$ cat config.mk
export PLATFORM = sky130hd
export DESIGN_NAME = decimal_integer_parser_top
export DESIGN_NICKNAME = d
export VERILOG_FILES = /design/src/hw/rtl/dip_pkg.sv /design/src/hw/rtl/decimal_integer_parser_top.sv
export SDC_FILE = /design/constraint.sdc
export NUM_CORES = 1
export LEC_CHECK = 0
export ABC_CLOCK_PERIOD_IN_PS = 8700
export BUFFER_PORTS_ARGS = -buffer_cell sky130_fd_sc_hd__buf_2
export CORE_MARGIN = 3
export CORE_UTILIZATION = 40
export DETAILED_ROUTE_END_ITERATION = 16
export PLACE_DENSITY_LB_ADDON = 0.05
export SYNTH_ARGS = -nofsm -noshare
export SYNTH_HDL_FRONTEND = slang
export SYNTH_SLANG_ARGS = --single-unit
$ cat constraint.sdc
create_clock -name clk -period 8.7 [get_ports clk]
set_clock_uncertainty 0.2 [all_clocks]
set_input_delay 1.305 -clock clk [delete_from_list [all_inputs] [get_ports clk]]
set_output_delay 1.305 -clock clk [all_outputs]
set_load 0.005 [all_outputs]
$ cat src/hw/rtl/dip_pkg.sv
// Package for the decimal integer parser: widths, character codes,
// configuration register indexes and overflow limits.
// No dependencies.
package dip_pkg;

  localparam int CHAR_W     = 8;
  localparam int VAL_W      = 64;
  localparam int DIG_W      = 4;
  localparam int CFG_ADDR_W = 2;
  localparam int CFG_DATA_W = 64;

  localparam logic [CHAR_W-1:0] CH_SP   = 8'h20;
  localparam logic [CHAR_W-1:0] CH_TAB  = 8'h09;
  localparam logic [CHAR_W-1:0] CH_LF   = 8'h0A;
  localparam logic [CHAR_W-1:0] CH_VT   = 8'h0B;
  localparam logic [CHAR_W-1:0] CH_FF   = 8'h0C;
  localparam logic [CHAR_W-1:0] CH_CR   = 8'h0D;
  localparam logic [CHAR_W-1:0] CH_PLUS = 8'h2B;
  localparam logic [CHAR_W-1:0] CH_MINUS = 8'h2D;
  localparam logic [CHAR_W-1:0] CH_0    = 8'h30;
  localparam logic [CHAR_W-1:0] CH_9    = 8'h39;

  localparam logic [CFG_ADDR_W-1:0] REG_SIGNED_MODE   = 2'd0;
  localparam logic [CFG_ADDR_W-1:0] REG_WIDE_MODE     = 2'd1;
  localparam logic [CFG_ADDR_W-1:0] REG_DEFAULT_VALUE = 2'd2;

  localparam logic [VAL_W-1:0] LIM_U32     = 64'h0000_0000_FFFF_FFFF;
  localparam logic [VAL_W-1:0] LIM_U64     = 64'hFFFF_FFFF_FFFF_FFFF;
  localparam logic [VAL_W-1:0] LIM_S32_POS = 64'h0000_0000_7FFF_FFFF;
  localparam logic [VAL_W-1:0] LIM_S32_NEG = 64'h0000_0000_8000_0000;
  localparam logic [VAL_W-1:0] LIM_S64_POS = 64'h7FFF_FFFF_FFFF_FFFF;
  localparam logic [VAL_W-1:0] LIM_S64_NEG = 64'h8000_0000_0000_0000;

endpackage

$ cat src/hw/rtl/decimal_integer_parser_top.sv
// Decimal integer parser: text bytes in, one parsed integer per text out.
// Depends on dip_pkg.
//
// Usage: send a text one byte per request on the in_ channel; in_tlast marks
// the final byte, in_tuser marks an empty-text request whose byte is ignored
// and which ends the text. Leading/trailing whitespace, an optional sign
// (minus only in signed mode) and decimal digits are accepted. At the end
// of each text one request leaves on the out_ channel: out_tdata holds the
// value (two's complement, negative values sign-extended) or the configured
// default; out_tuser is 1 on success.
// A request is held in the input register, then its result is loaded into
// the output register. The input takes one byte per cycle unless a byte
// ending a text waits on a stalled output; the multiply-by-ten, add and
// limit compare on the accumulator are combinational.
// When the receiver stalls, the output register holds its result and the
// input register keeps accepting bytes that produce no result; a byte that
// ends a text waits in the input register until the output register frees.
// Reset (rst_n low, synchronous) empties both registers, clears the parse
// state and sets signed mode, 32-bit width and a default of zero.
// Configuration: cfg_we writes cfg_wdata to register cfg_addr
// (0 signed mode, 1 wide mode, 2 default value); write only while idle.
module decimal_integer_parser_top (
  input  logic                           clk,
  input  logic                           rst_n,
  input  logic                           in_tvalid,
  output logic                           in_tready,
  input  logic [dip_pkg::CHAR_W-1:0]     in_tdata,   // [7:0] char_code
  input  logic                           in_tlast,   // last_char
  input  logic                           in_tuser,   // [0] empty_text
  output logic                           out_tvalid,
  input  logic                           out_tready,
  output logic [dip_pkg::VAL_W-1:0]      out_tdata,  // [63:0] value
  output logic                           out_tuser,  // [0] ok
  input  logic                           cfg_we,
  input  logic [dip_pkg::CFG_ADDR_W-1:0] cfg_addr,
  input  logic [dip_pkg::CFG_DATA_W-1:0] cfg_wdata
);
  import dip_pkg::*;

  typedef enum logic [2:0] {
    PH_LEAD,
    PH_SIGN,
    PH_DIGIT,
    PH_TRAIL,
    PH_FAIL
  } phase_t;

  logic              signed_r;
  logic              wide_r;
  logic [VAL_W-1:0]  default_r;

  logic              in_vld_r;
  logic [CHAR_W-1:0] in_char_r;
  logic              in_last_r;
  logic              in_empty_r;

  phase_t            phase_r;
  logic              neg_r;
  logic [VAL_W-1:0]  acc_r;
  logic [VAL_W-1:0]  nacc_r;

  logic              out_vld_r;
  logic [VAL_W-1:0]  out_value_r;
  logic              out_ok_r;

  phase_t            ph_s;
  logic              neg_s;
  logic [VAL_W-1:0]  acc_s;
  logic [VAL_W-1:0]  nacc_s;
  logic              take_digit;
  logic              is_space;
  logic              is_digit;
  logic [DIG_W-1:0]  dig;
  logic [VAL_W-1:0]  lim;
  logic [VAL_W+3:0]  acc_ext;
  logic [VAL_W+3:0]  acc_sum;
  logic [VAL_W-1:0]  nacc_sum;
  logic              ovf;
  logic              gives_result;
  logic              res_ok;
  logic [VAL_W-1:0]  res_value;
  logic              out_free;
  logic              adv;
  logic              in_fire;

  assign is_space = in_char_r inside {CH_SP, CH_TAB, CH_LF, CH_VT, CH_FF, CH_CR};
  assign is_digit = in_char_r inside {[CH_0:CH_9]};
  assign dig      = in_char_r[DIG_W-1:0];

  always_comb begin
    if (signed_r) begin
      if (wide_r) begin
        lim = neg_r ? LIM_S64_NEG : LIM_S64_POS;
      end else begin
        lim = neg_r ? LIM_S32_NEG : LIM_S32_POS;
      end
    end else begin
      lim = wide_r ? LIM_U64 : LIM_U32;
    end
  end

  assign acc_ext  = {4'b0, acc_r};
  assign acc_sum  = (acc_ext << 3) + (acc_ext << 1) + (VAL_W+4)'(dig);
  assign nacc_sum = (nacc_r << 3) + (nacc_r << 1) - VAL_W'(dig);
  assign ovf      = acc_sum > {4'b0, lim};

  always_comb begin
    ph_s       = phase_r;
    neg_s      = neg_r;
    acc_s      = acc_r;
    nacc_s     = nacc_r;
    take_digit = 1'b0;
    if (!in_empty_r) begin
      case (phase_r)
        PH_LEAD: begin
          if (!is_space) begin
            if (in_char_r == CH_PLUS) begin
              ph_s = PH_SIGN;
            end else if (in_char_r == CH_MINUS) begin
              if (signed_r) begin
                neg_s = 1'b1;
                ph_s  = PH_SIGN;
              end else begin
                ph_s = PH_FAIL;
              end
            end else if (is_digit) begin
              take_digit = 1'b1;
            end else begin
              ph_s = PH_FAIL;
            end
          end
        end
        PH_SIGN: begin
          if (is_digit) take_digit = 1'b1;
          else ph_s = PH_FAIL;
        end
        PH_DIGIT: begin
          if (is_digit) take_digit = 1'b1;
          else if (is_space) ph_s = PH_TRAIL;
          else ph_s = PH_FAIL;
        end
        PH_TRAIL: begin
          if (!is_space) ph_s = PH_FAIL;
        end
        default: begin
          ph_s = PH_FAIL;
        end
      endcase
      if (take_digit) begin
        if (ovf) begin
          ph_s = PH_FAIL;
        end else begin
          acc_s  = acc_sum[VAL_W-1:0];
          nacc_s = nacc_sum;
          ph_s   = PH_DIGIT;
        end
      end
    end
  end

  assign gives_result = in_empty_r | in_last_r;
  assign res_ok       = (ph_s == PH_DIGIT) || (ph_s == PH_TRAIL);
  assign res_value    = res_ok ? (neg_s ? nacc_s : acc_s) : default_r;

  assign out_free  = !out_vld_r || out_tready;
  assign adv       = in_vld_r && (!gives_result || out_free);
  assign in_tready = !in_vld_r || adv;
  assign in_fire   = in_tvalid && in_tready;

  always_ff @(posedge clk) begin
    if (!rst_n) begin
      signed_r  <= 1'b1;
      wide_r    <= 1'b0;
      default_r <= '0;
      in_vld_r  <= 1'b0;
      out_vld_r <= 1'b0;
      phase_r   <= PH_LEAD;
      neg_r     <= 1'b0;
      acc_r     <= '0;
      nacc_r    <= '0;
    end else begin
      if (cfg_we) begin
        case (cfg_addr)
          REG_SIGNED_MODE:   signed_r  <= cfg_wdata[0];
          REG_WIDE_MODE:     wide_r    <= cfg_wdata[0];
          REG_DEFAULT_VALUE: default_r <= cfg_wdata;
          default: ;
        endcase
      end
      if (in_fire) begin
        in_vld_r <= 1'b1;
      end else if (adv) begin
        in_vld_r <= 1'b0;
      end
      if (adv && gives_result) begin
        out_vld_r <= 1'b1;
      end else if (out_tready) begin
        out_vld_r <= 1'b0;
      end
      if (adv) begin
        if (gives_result) begin
          phase_r <= PH_LEAD;
          neg_r   <= 1'b0;
          acc_r   <= '0;
          nacc_r  <= '0;
        end else begin
          phase_r <= ph_s;
          neg_r   <= neg_s;
          acc_r   <= acc_s;
          nacc_r  <= nacc_s;
        end
      end
    end
  end

  always_ff @(posedge clk) begin
    if (in_fire) begin
      in_char_r  <= in_tdata;
      in_last_r  <= in_tlast;
      in_empty_r <= in_tuser;
    end
    if (adv && gives_result) begin
      out_value_r <= res_value;
      out_ok_r    <= res_ok;
    end
  end

  assign out_tvalid = out_vld_r;
  assign out_tdata  = out_value_r;
  assign out_tuser  = out_ok_r;

  a_nacc_tracks_acc: assert property (@(posedge clk) disable iff (!rst_n)
    (acc_r + nacc_r) == '0)
    else $error("negated accumulator out of step");

  a_clear_after_result: assert property (@(posedge clk) disable iff (!rst_n)
    adv && gives_result |=> phase_r == PH_LEAD && acc_r == '0 && !neg_r)
    else $error("parse state not cleared after result");

  a_stalled_end_holds: assert property (@(posedge clk) disable iff (!rst_n)
    in_vld_r && gives_result && !out_free |=> in_vld_r && $stable(in_char_r))
    else $error("ending request lost while output stalled");

  a_result_loaded: assert property (@(posedge clk) disable iff (!rst_n)
    adv && gives_result |=> out_vld_r && out_ok_r == $past(res_ok))
    else $error("result not loaded into output register");

endmodule
==> results by group, run 1 <==
STA
  • Max Fclk: 0.1241 GHz
  • Hold Fails Final Rpt: 0
  • Max-slew headroom: 24.80%
  • TNS Setup: 0 ps
  • RSZ-0062 raised after global routing: no
  • Min Clock Period, post-route: 8058 ps
  • Pins Over Slew Limit: 0
  • Least-Margin Pin Slew: 1127 ps
  • Final Cycle Share: 92.62%
  • Finish-stage setup viols: 0

Layout
  • Diodes inserted: 0
  • Sequential Area: 6256 um2
  • Layout filler cell count: 5733
  • Area grow syn2layout: 10.48%
  • Fin cells: 3719
  • Ratio of cells with drive above 1 in the final layout: 8.640%
  • # nets final: 3340
  • Final core occ: 45.24%
  • Area occupied by multi-input gates: 15690 um2
  • Commonest cells after routing, fill and taps aside: nand2_1 (344), ha_1 (316), inv_1 (222)
  • Most common cell after layout, fill and taps aside: nand2_1

Clocking
  • Clock Pin Slew Worst Setup and Hold Paths: 60 ps
  • CTS buffer count: 36
  • # hold bufs at CTS: 0
  • Post-CTS setup buffers: 0
  • Sink Count: 275
  • H-Tree Depth: 2
  • Clk Latency, worst-skew pair: 540 ps
  • Root Buffer: clkbuf_16
  • Clock buffer depth: 3
  • CTS tree: built

Critical path
  • CP arrival: 8130 ps
  • Crit. End Element: flip-flop
  • Worst path required time: 8770 ps
  • Critical path type: reg2reg
  • Crit start category: flip-flop
  • Worst-path fanout max: 21

Global routing
  • Antenna violations before repair: 0
  • Overall routing resource usage: 24.33%
  • Number of global-route vias before repair: 20873
  • Largest net degree at the start of global routing: 107
  • Global-route wire length before repair: 118600 um
  • GR Overflow Total: 0

Hold path
  • Hold Path Class: reg2reg

Synthesis
  • Multiplexer share of the synthesized area: 2.137%
  • Mapped Nets: 3289
  • Ys Warns: 0
  • Number of synthesized flops with an enable pin: 75
  • Syn Area/Cell: 8.088 um2
  • Flops & latches, synth: 275
  • Post-synthesis async set-or-reset flop share: 0%
  • Xor-xnor portion of the synthesized cell area: 4.537%
  • Largest family of logic cells by synthesized area: compound AO/OA/AOI/OAI gates
  • Post-synthesis compound-gate area fraction: 26.23%
  • Synth unique cells: 78
  • Sequential element share of the synthesized area: 26.78%
  • Syn Std Cell Area: 23360 um2
  • Main flop type after synthesis: dfxtp_1
  • Simple-gate portion of the synthesized area: 16.74%
  • Synth Area in Adders: 17.27%
  • Cells after Synth: 2888

Detailed routing
  • Final wirelength: 75800 um
  • DR vias: 21397
  • WL per Instance: 20.38 um
  • Vias per cell: 5.753
  • ANT nets after route: 0
  • DR DRC count: 0
  • DRT Pass-1 Iters: 7
  • DR iter-0 viols: 1415

Floorplanning
  • Die Wd: 247.7 um
  • Cell row count: 87
  • Chip height: 247.7 um
  • Core box area: 57040 um2
  • Starting Density: 40.95%
  • I/O pin count: 148
  • Die area: 61330 um2

Job
  • Max-cap viol count: 0

Pwr
  • Leak pwr: 11.17 nW
  • PwrDens: 120.3 nW/um2
  • Peak supply drop: 0.0001292 V

Placement
  • Port buffer count: 147
  • Cells after DPL: 3657
  • Final HPWL DP: 57380 um
  • Gpl congestion: 0.9416

Outcome
  • Status: finished clean
[power breakdown]
part	leakage, nW	switching, mW	internal, mW
Sequential	2.33	0.0143	1.34
Combinational	8.28	0.163	0.0990
Clock	0.563	0.583	0.901
[final cells by class]
type                            count  area share (%)
Sequential cell                   275           24.24
Clock inverter                     10          0.4897
Tap cell                          756           3.665
Clock buffer                       52           3.961
Multi-Input combinational cell   2232           60.79
Timing Repair Buffer              171           3.607
Inverter                          223           3.248
[logic make-up (layout without fill, tap and decap cells)]
family,count (synthesis),after routing
buf+inv,381,456
simple gates,818,818
xor+xnor,121,121
mux,47,47
fa+ha+maj,320,320
flops,275,275
compound gates,926,926
[through the flow]
step           total power, mW  hold WS, ps  cell area, um2  worst slack, ps
6_report                 3.104        260.0           25810            641.7
5_1_grt                  3.223        280.6           25810            66.40
4_1_cts                  3.152        257.2           25800            319.5
3_5_place_dp             1.647        249.5           24650            349.7
3_3_place_gp             1.645        239.9           24650            531.6
2_1_floorplan            1.542        230.8           23360             2366
[Yosys cell counts, types with 8 or more instances]
master | instances | area [um2]
and2_1 | 8 | 50.05
xnor2_1 | 76 | 665.6
buf_2 | 23 | 115.1
and3_1 | 15 | 93.84
nand4_1 | 53 | 331.6
nor2b_1 | 146 | 913.4
a31oi_1 | 16 | 100.1
a211oi_1 | 21 | 157.7
a221oi_1 | 8 | 70.07
mux2i_1 | 42 | 420.4
o211ai_1 | 111 | 833.3
inv_1 | 223 | 837.1
nor3_1 | 34 | 170.2
o21bai_1 | 30 | 225.2
o21ai_0 | 168 | 840.8
a22oi_1 | 119 | 893.4
a21oi_1 | 209 | 1046
dfxtp_1 | 200 | 4004
ha_1 | 316 | 3954
or3_1 | 10 | 62.56
xor2_1 | 45 | 394.1
nand3_1 | 29 | 145.1
clkbuf_1 | 125 | 469.2
a21boi_0 | 73 | 548.0
nor2_1 | 127 | 476.7
nand2_1 | 345 | 1295
o21a_1 | 26 | 195.2
nor4_1 | 13 | 81.33
a21o_1 | 68 | 510.5
edfxtp_1 | 75 | 2252
[timing repair]
item	4_1_cts	5_1_grt
endpoints found under the hold margin	0	0
endpoints found under the setup margin	0	131
gates resized for setup	0	3
[flip-flops by register name, summed over array words and instances (netlist names)]
| signal | cells |
|---|---|
| out_tuser | 1 |
| acc_r | 64 |
| in_char_r | 8 |
| default_r | 64 |
| out_tvalid | 1 |
| in_vld_r | 1 |
| nacc_r | 64 |
| neg_r | 1 |
| wide_r | 1 |
| signed_r | 1 |
| out_tdata | 64 |
| in_last_r | 1 |
| phase_r | 3 |
| in_empty_r | 1 |
[routing by layer]
| metal | wire [um] | vias up | GRT usage [%] | share of wire, % |
|---|---|---|---|---|
| met4 | 1850 | 0 | 6.282 | 2.4 |
| met5 | 0 | - | 0 | 0 |
| met3 | 3340 | 102 | 2.993 | 4.4 |
| met1 | 36370 | 10245 | 34.07 | 48 |
| li1 | - | 10540 | - | - |
| met2 | 34240 | 510 | 39.68 | 45 |
[critical path, stage by stage, from the launching register on]
cell and delay (ps):
edfxtp_1 520, fa_1 550, ha_1 320, a211oi_1 70
o21bai_1 340, o211ai_1 190, a21oi_2 340, a31oi_1 320
o41ai_2 610, nand3_1 150, and2_1 210, o21ai_0 210
xor2_1 450, ha_1 260, nand4_1 160, nor4_1 500
nand4_1 140, o221ai_1 260, nor3_1 70, o21ai_0 130
nand2_1 130, nor2_1 190, o2111ai_4 140, or2_2 530
buf_4 310, a211oi_1 350, a21oi_1 90
[worst paths after layout]
check        slack [ps]  cells past startpoint             to    startpoint
max                 640                     26  out_tdata[31]  in_char_r[3]
max reg2reg         640                     26  out_tdata[31]  in_char_r[3]
min                 260                      2     nacc_r[57]    nacc_r[57]
min reg2reg         260                      2     nacc_r[57]    nacc_r[57]
Power figures use the tool's default switching activity.
==> run 2, diff against run 1 <==
--- a/config.mk
+++ b/config.mk
@@ -10,7 +10,6 @@
 export CORE_MARGIN = 3
 export CORE_UTILIZATION = 40
 export DETAILED_ROUTE_END_ITERATION = 16
-export PLACE_DENSITY_LB_ADDON = 0.05
 export SYNTH_ARGS = -nofsm -noshare
 export SYNTH_HDL_FRONTEND = slang
 export SYNTH_SLANG_ARGS = --single-unit
==> results by group, run 2 (synthesis gave the netlist of run 1 again) <==
Outcome
  • Status: finished clean

Critical path
  • Crit. End Element: flip-flop
  • Critical path type: reg2reg
  • Crit path buffers/inverters: 2
  • CP arrival: 8190 ps
  • FF-to-FF setup slack: 750 ps
  • Reg2reg path depth: 27
  • Worst-path fanout max: 76
  • Worst path required time: 8930 ps
  • Crit start category: flip-flop
  • CP peak stage delay: 590 ps
  • Delay-heaviest family, CP: compound AO/OA/AOI/OAI gates
  • Crit-path slowest cell: o41ai_2
  • Reg2reg start: in_char_r[3]
  • FF-to-FF End: nacc_r[28]

Clocking
  • Clock buffer depth: 3
  • H-Tree Depth: 2
  • Post-CTS Resized: 0
  • # hold bufs at CTS: 0
  • CTS tree: built
  • Sink Count: 275
  • Clock Pin Slew Worst Setup and Hold Paths: 60 ps
  • Clk Latency, worst-skew pair: 560 ps
  • Post-CTS setup buffers: 0
  • CTS buffer count: 36
  • Root Buffer: clkbuf_16

STA
  • Final Cycle Share: 91.41%
  • Finish-stage setup viols: 0
  • Hold Fails Final Rpt: 0
  • Least-Margin Pin Slew: 1190 ps
  • Pins Over Slew Limit: 0
  • Min Clock Period, post-route: 7953 ps
  • Setup ws final: 747.2 ps
  • RSZ-0062 raised after global routing: no
  • Max-slew headroom: 20.57%
  • TNS Setup: 0 ps
  • Max Fclk: 0.1257 GHz

Layout
  • # nets final: 3338
  • Ratio of cells with drive above 1 in the final layout: 8.533%
  • Layout filler cell count: 5715
  • Fin cells: 3722
  • Commonest cells after routing, fill and taps aside: nand2_1 (344), ha_1 (316), inv_1 (222)
  • Area grow syn2layout: 10.58%
  • Most common cell after layout, fill and taps aside: nand2_1

Hold path
  • Hold Path Class: reg2reg
  • Hold Crit Start: nacc_r[57]
  • Hold depth: 2
  • Hold endpoint: nacc_r[57]

Floorplanning
  • Die area: 61330 um2
  • Die Wd: 247.7 um
  • Core box area: 57040 um2
  • Starting Density: 40.95%
  • I/O pin count: 148
  • Cell row count: 87
  • Chip height: 247.7 um

Global routing
  • Overall routing resource usage: 23.98%
  • GR Overflow Total: 0
  • Largest net degree at the start of global routing: 93
  • Number of global-route vias before repair: 21171
  • Global-route wire length before repair: 116900 um
  • Antenna violations before repair: 3

Detailed routing
  • DR DRC count: 0
  • WL per Instance: 20.13 um
  • DR iter-0 viols: 1547
  • Final wirelength: 74940 um
  • DR vias: 21638
  • Vias per cell: 5.814
  • ANT nets after route: 0
  • DRT Pass-1 Iters: 5

Pwr
  • PwrDens: 121.9 nW/um2
  • Design internal power: 2.366 mW
  • Peak supply drop: 0.0001145 V
  • Total power: 3.149 mW
  • P_sw: 0.7831 mW
  • Share of power burned in registers: 43.2%
  • Leak pwr: 11.18 nW
  • Clock power frac: 48.3%
  • Sw frac: 24.87%
  • Combinational group share of total power: 8.5%

Placement
  • DP Worst Slack: 822.5 ps
  • Final HPWL DP: 56240 um
  • Cells after DPL: 3655
  • Port buffer count: 147
  • Gpl congestion: 0.9514

Job
  • Max-cap viol count: 0
-- run 2: cell count changes in the layout (fill, tap and decap cells not counted), moves of 2 or more --
cell	before	now
clkbuf_1	11	13
inv_6	0	2
buf_4	24	21
clkbuf_8	4	2
-- run 2: stage by stage --
stage          hold slack (ps)  instance area (um2)  util (%)
5_1_grt                  289.3                25830     45.28
4_1_cts                  260.0                25830     45.28
3_3_place_gp             243.0                24640     43.20
2_1_floorplan            230.8                23360         -
6_report                 256.8                25830     45.29
3_5_place_dp             252.2                24640     43.20
-- run 2: per-layer routing --
metal  global-route usage, %  wire, um  up-vias
met4                   7.364      2157        4
met5                       0        34        -
li1                        -         -    10530
met1                   33.59     35160    10337
met2                   38.21     33300      633
met3                   3.392      4282      134
-- run 2: layout make-up --
cell class / instances / area, um2 / share of cell area [%]
timing repair buffer: 169 / 928.4 / 3.594
clock inverter: 14 / 182.7 / 0.7072
tap: 756 / 945.9 / 3.662
multi-input combinational: 2232 / 15680 / 60.69
antenna: 1 / 2.502 / 0.009688
inverter: 223 / 837.1 / 3.240
clock buffer: 52 / 1002 / 3.880
sequential: 275 / 6256 / 24.22
-- run 2: worst max-delay path by stage --
stage | start | end | slack (ps) | cells after the start
floorplan | in_char_r[3] | out_tdata[52] | 2370 | 26
global placement | in_char_r[3] | out_tdata[58] | 1000 | 26
detailed placement | in_char_r[3] | nacc_r[42] | 820 | 28
CTS | in_char_r[3] | acc_r[9] | 780 | 28
global route | in_char_r[3] | acc_r[42] | 250 | 28
finish | in_char_r[3] | nacc_r[28] | 750 | 27
-- run 2: worst reg2reg max path, stage by stage, from the launching register on --
cell      delay (ps)
edfxtp_1         530
fa_1             550
ha_1             320
a211oi_1          80
o21bai_1         330
o211ai_1         160
a21oi_1          440
a31oi_1          330
o41ai_2          590
nand3_1          120
and2_1           210
o21ai_0          190
xor2_1           270
ha_1             220
nand4_1          130
nor4_1           510
nand4_1          140
o221ai_1         280
nor3_1            80
o21ai_0          120
nand2_1          120
nor4_1           460
o2111a_1         240
buf_4            240
o21ai_4          270
buf_12           300
a22oi_1          350
nor2b_1           70
-- run 2: power by group through the flow --
stage	clock network (mW)	logic [mW]	registers (mW)
final	1.52	0.267	1.36
after global routing	1.61	0.291	1.36
after CTS	1.56	0.265	1.36
after detailed placement	0	0.263	1.39
after global placement	0	0.261	1.39
after floorplan	0	0.159	1.38
==> run 3, diff against run 2 <==
--- a/config.mk
+++ b/config.mk
@@ -10,6 +10,7 @@
 export CORE_MARGIN = 3
 export CORE_UTILIZATION = 40
 export DETAILED_ROUTE_END_ITERATION = 16
+export RECOVER_POWER = 50
 export SYNTH_ARGS = -nofsm -noshare
 export SYNTH_HDL_FRONTEND = slang
 export SYNTH_SLANG_ARGS = --single-unit
==> results by group, run 3 (synthesis gave the netlist of run 1 again) <==
Floorplanning
  • Core box area: 57040 um2
  • Chip height: 247.7 um
  • Cell row count: 87
  • Die Wd: 247.7 um
  • Starting Density: 40.95%
  • I/O pin count: 148
  • Die area: 61330 um2

Clocking
  • Post-CTS setup buffers: 0
  • Root Buffer: clkbuf_16
  • Post-CTS Resized: 0
  • CTS buffer count: 36
  • Clk Latency, worst-skew pair: 560 ps
  • CTS tree: built
  • Sink Count: 275
  • Clock Pin Slew Worst Setup and Hold Paths: 60 ps
  • # hold bufs at CTS: 0
  • H-Tree Depth: 2
  • Clock buffer depth: 3

Hold path
  • Hold depth: 2
  • Hold Path Class: reg2reg

Global routing
  • GR Overflow Total: 0
  • Largest net degree at the start of global routing: 93
  • Antenna violations before repair: 3
  • Global-route wire length before repair: 116900 um
  • Overall routing resource usage: 23.98%
  • Number of global-route vias before repair: 21171

Placement
  • Post-DP Area: 24640 um2
  • Gpl congestion: 0.9514
  • Final HPWL DP: 56240 um
  • Port buffer count: 147

STA
  • Max-slew headroom: -137.2%
  • Max Fclk: 0.1255 GHz
  • TNS Setup: 0 ps
  • Hold Fails Final Rpt: 0
  • RSZ-0062 raised after global routing: no
  • Pins Over Slew Limit: 317
  • Least-Margin Pin Slew: 3558 ps
  • Min Clock Period, post-route: 7966 ps
  • Final Cycle Share: 91.56%
  • Finish-stage setup viols: 0

Detailed routing
  • ANT nets after route: 0
  • DR iter-0 viols: 1579
  • DR DRC count: 0
  • Vias per cell: 5.815
  • WL per Instance: 20.09 um
  • Final wirelength: 74770 um
  • DRT Pass-1 Iters: 5
  • DR vias: 21637

Job
  • Max-cap viol count: 5

Layout
  • Ratio of cells with drive above 1 in the final layout: 6.577%
  • Finished Cell Area: 25740 um2
  • Sequential Area: 6256 um2
  • Area grow syn2layout: 10.21%
  • Area occupied by multi-input gates: 15680 um2
  • Commonest cells after routing, fill and taps aside: nand2_1 (344), ha_1 (316), inv_1 (223)
  • Diodes inserted: 0
  • Most common cell after layout, fill and taps aside: nand2_1
  • Final core occ: 45.13%
  • # nets final: 3338
  • Layout filler cell count: 5748

Critical path
  • Crit start category: flip-flop
  • CP arrival: 8190 ps
  • CP dominant cell by count: nor2b_1
  • Worst path required time: 8930 ps
  • Reg2reg path depth: 28
  • Crit. End Element: flip-flop
  • FF-to-FF setup slack: 730 ps
  • Critical path type: reg2reg
  • CP peak stage delay: 610 ps
  • Crit-path slowest cell: fa_1
  • Worst-path fanout max: 76

Pwr
  • PwrDens: 122.2 nW/um2
  • Leak pwr: 11.02 nW
  • Peak supply drop: 0.0001141 V
  • Total power: 3.147 mW

Outcome
  • Failing checks: capacitance limit, slew limit
  • Status: complete, but fails checks
==> run 3: stage by stage <==
stage	hold slack, ps	instances	setup slack, ps
floorplan	230.8	2888	2366
global placement	243.0	3655	996.0
detailed placement	252.2	3655	822.5
CTS	260.0	3721	777.9
global route	293.1	3721	238.4
finish	256.7	3721	734.3
==> run 3: layer usage <==
layer	GRT usage, %	vias to the layer above	routed length, um
met2	38.21	655	33190
met1	33.59	10321	35090
met5	0	-	31
met3	3.392	128	4336
met4	7.364	4	2123
li1	-	10529	-
==> run 3: critical path: cells and delay by family (launching register included) <==
| kind | cells | cell delay, ps |
|---|---|---|
| AOI/OAI and AO/OA | 12 | 2880 |
| xor gates and xnor gates | 1 | 370 |
| DFF | 1 | 530 |
| and+or+nand+nor | 9 | 1820 |
| buffers and inverters | 3 | 620 |
| adders and majority gates | 3 | 1300 |
==> run 3: worst paths after layout <==
| path | startpoint | end |
|---|---|---|
| worst max register to register | in_char_r[3] | nacc_r[28] |
| worst max-delay path | in_char_r[3] | nacc_r[28] |
| worst min-delay path | nacc_r[57] | nacc_r[57] |
| worst min register to register | nacc_r[57] | nacc_r[57] |
==> run 3: where the power goes <==
part / internal [mW] / switching [mW]
Combinational: 0.0992 / 0.167
Clock: 0.923 / 0.596
Sequential: 1.34 / 0.0162
==> run 3: cell type report <==
| type | count | share of cell area [%] |
|---|---|---|
| Tap cell | 756 | 3.674 |
| Clock inverter | 14 | 0.7096 |
| Inverter | 223 | 3.251 |
| Sequential cell | 275 | 24.30 |
| Clock buffer | 52 | 3.893 |
| Timing Repair Buffer | 169 | 3.281 |
| Multi-Input combinational cell | 2232 | 60.89 |
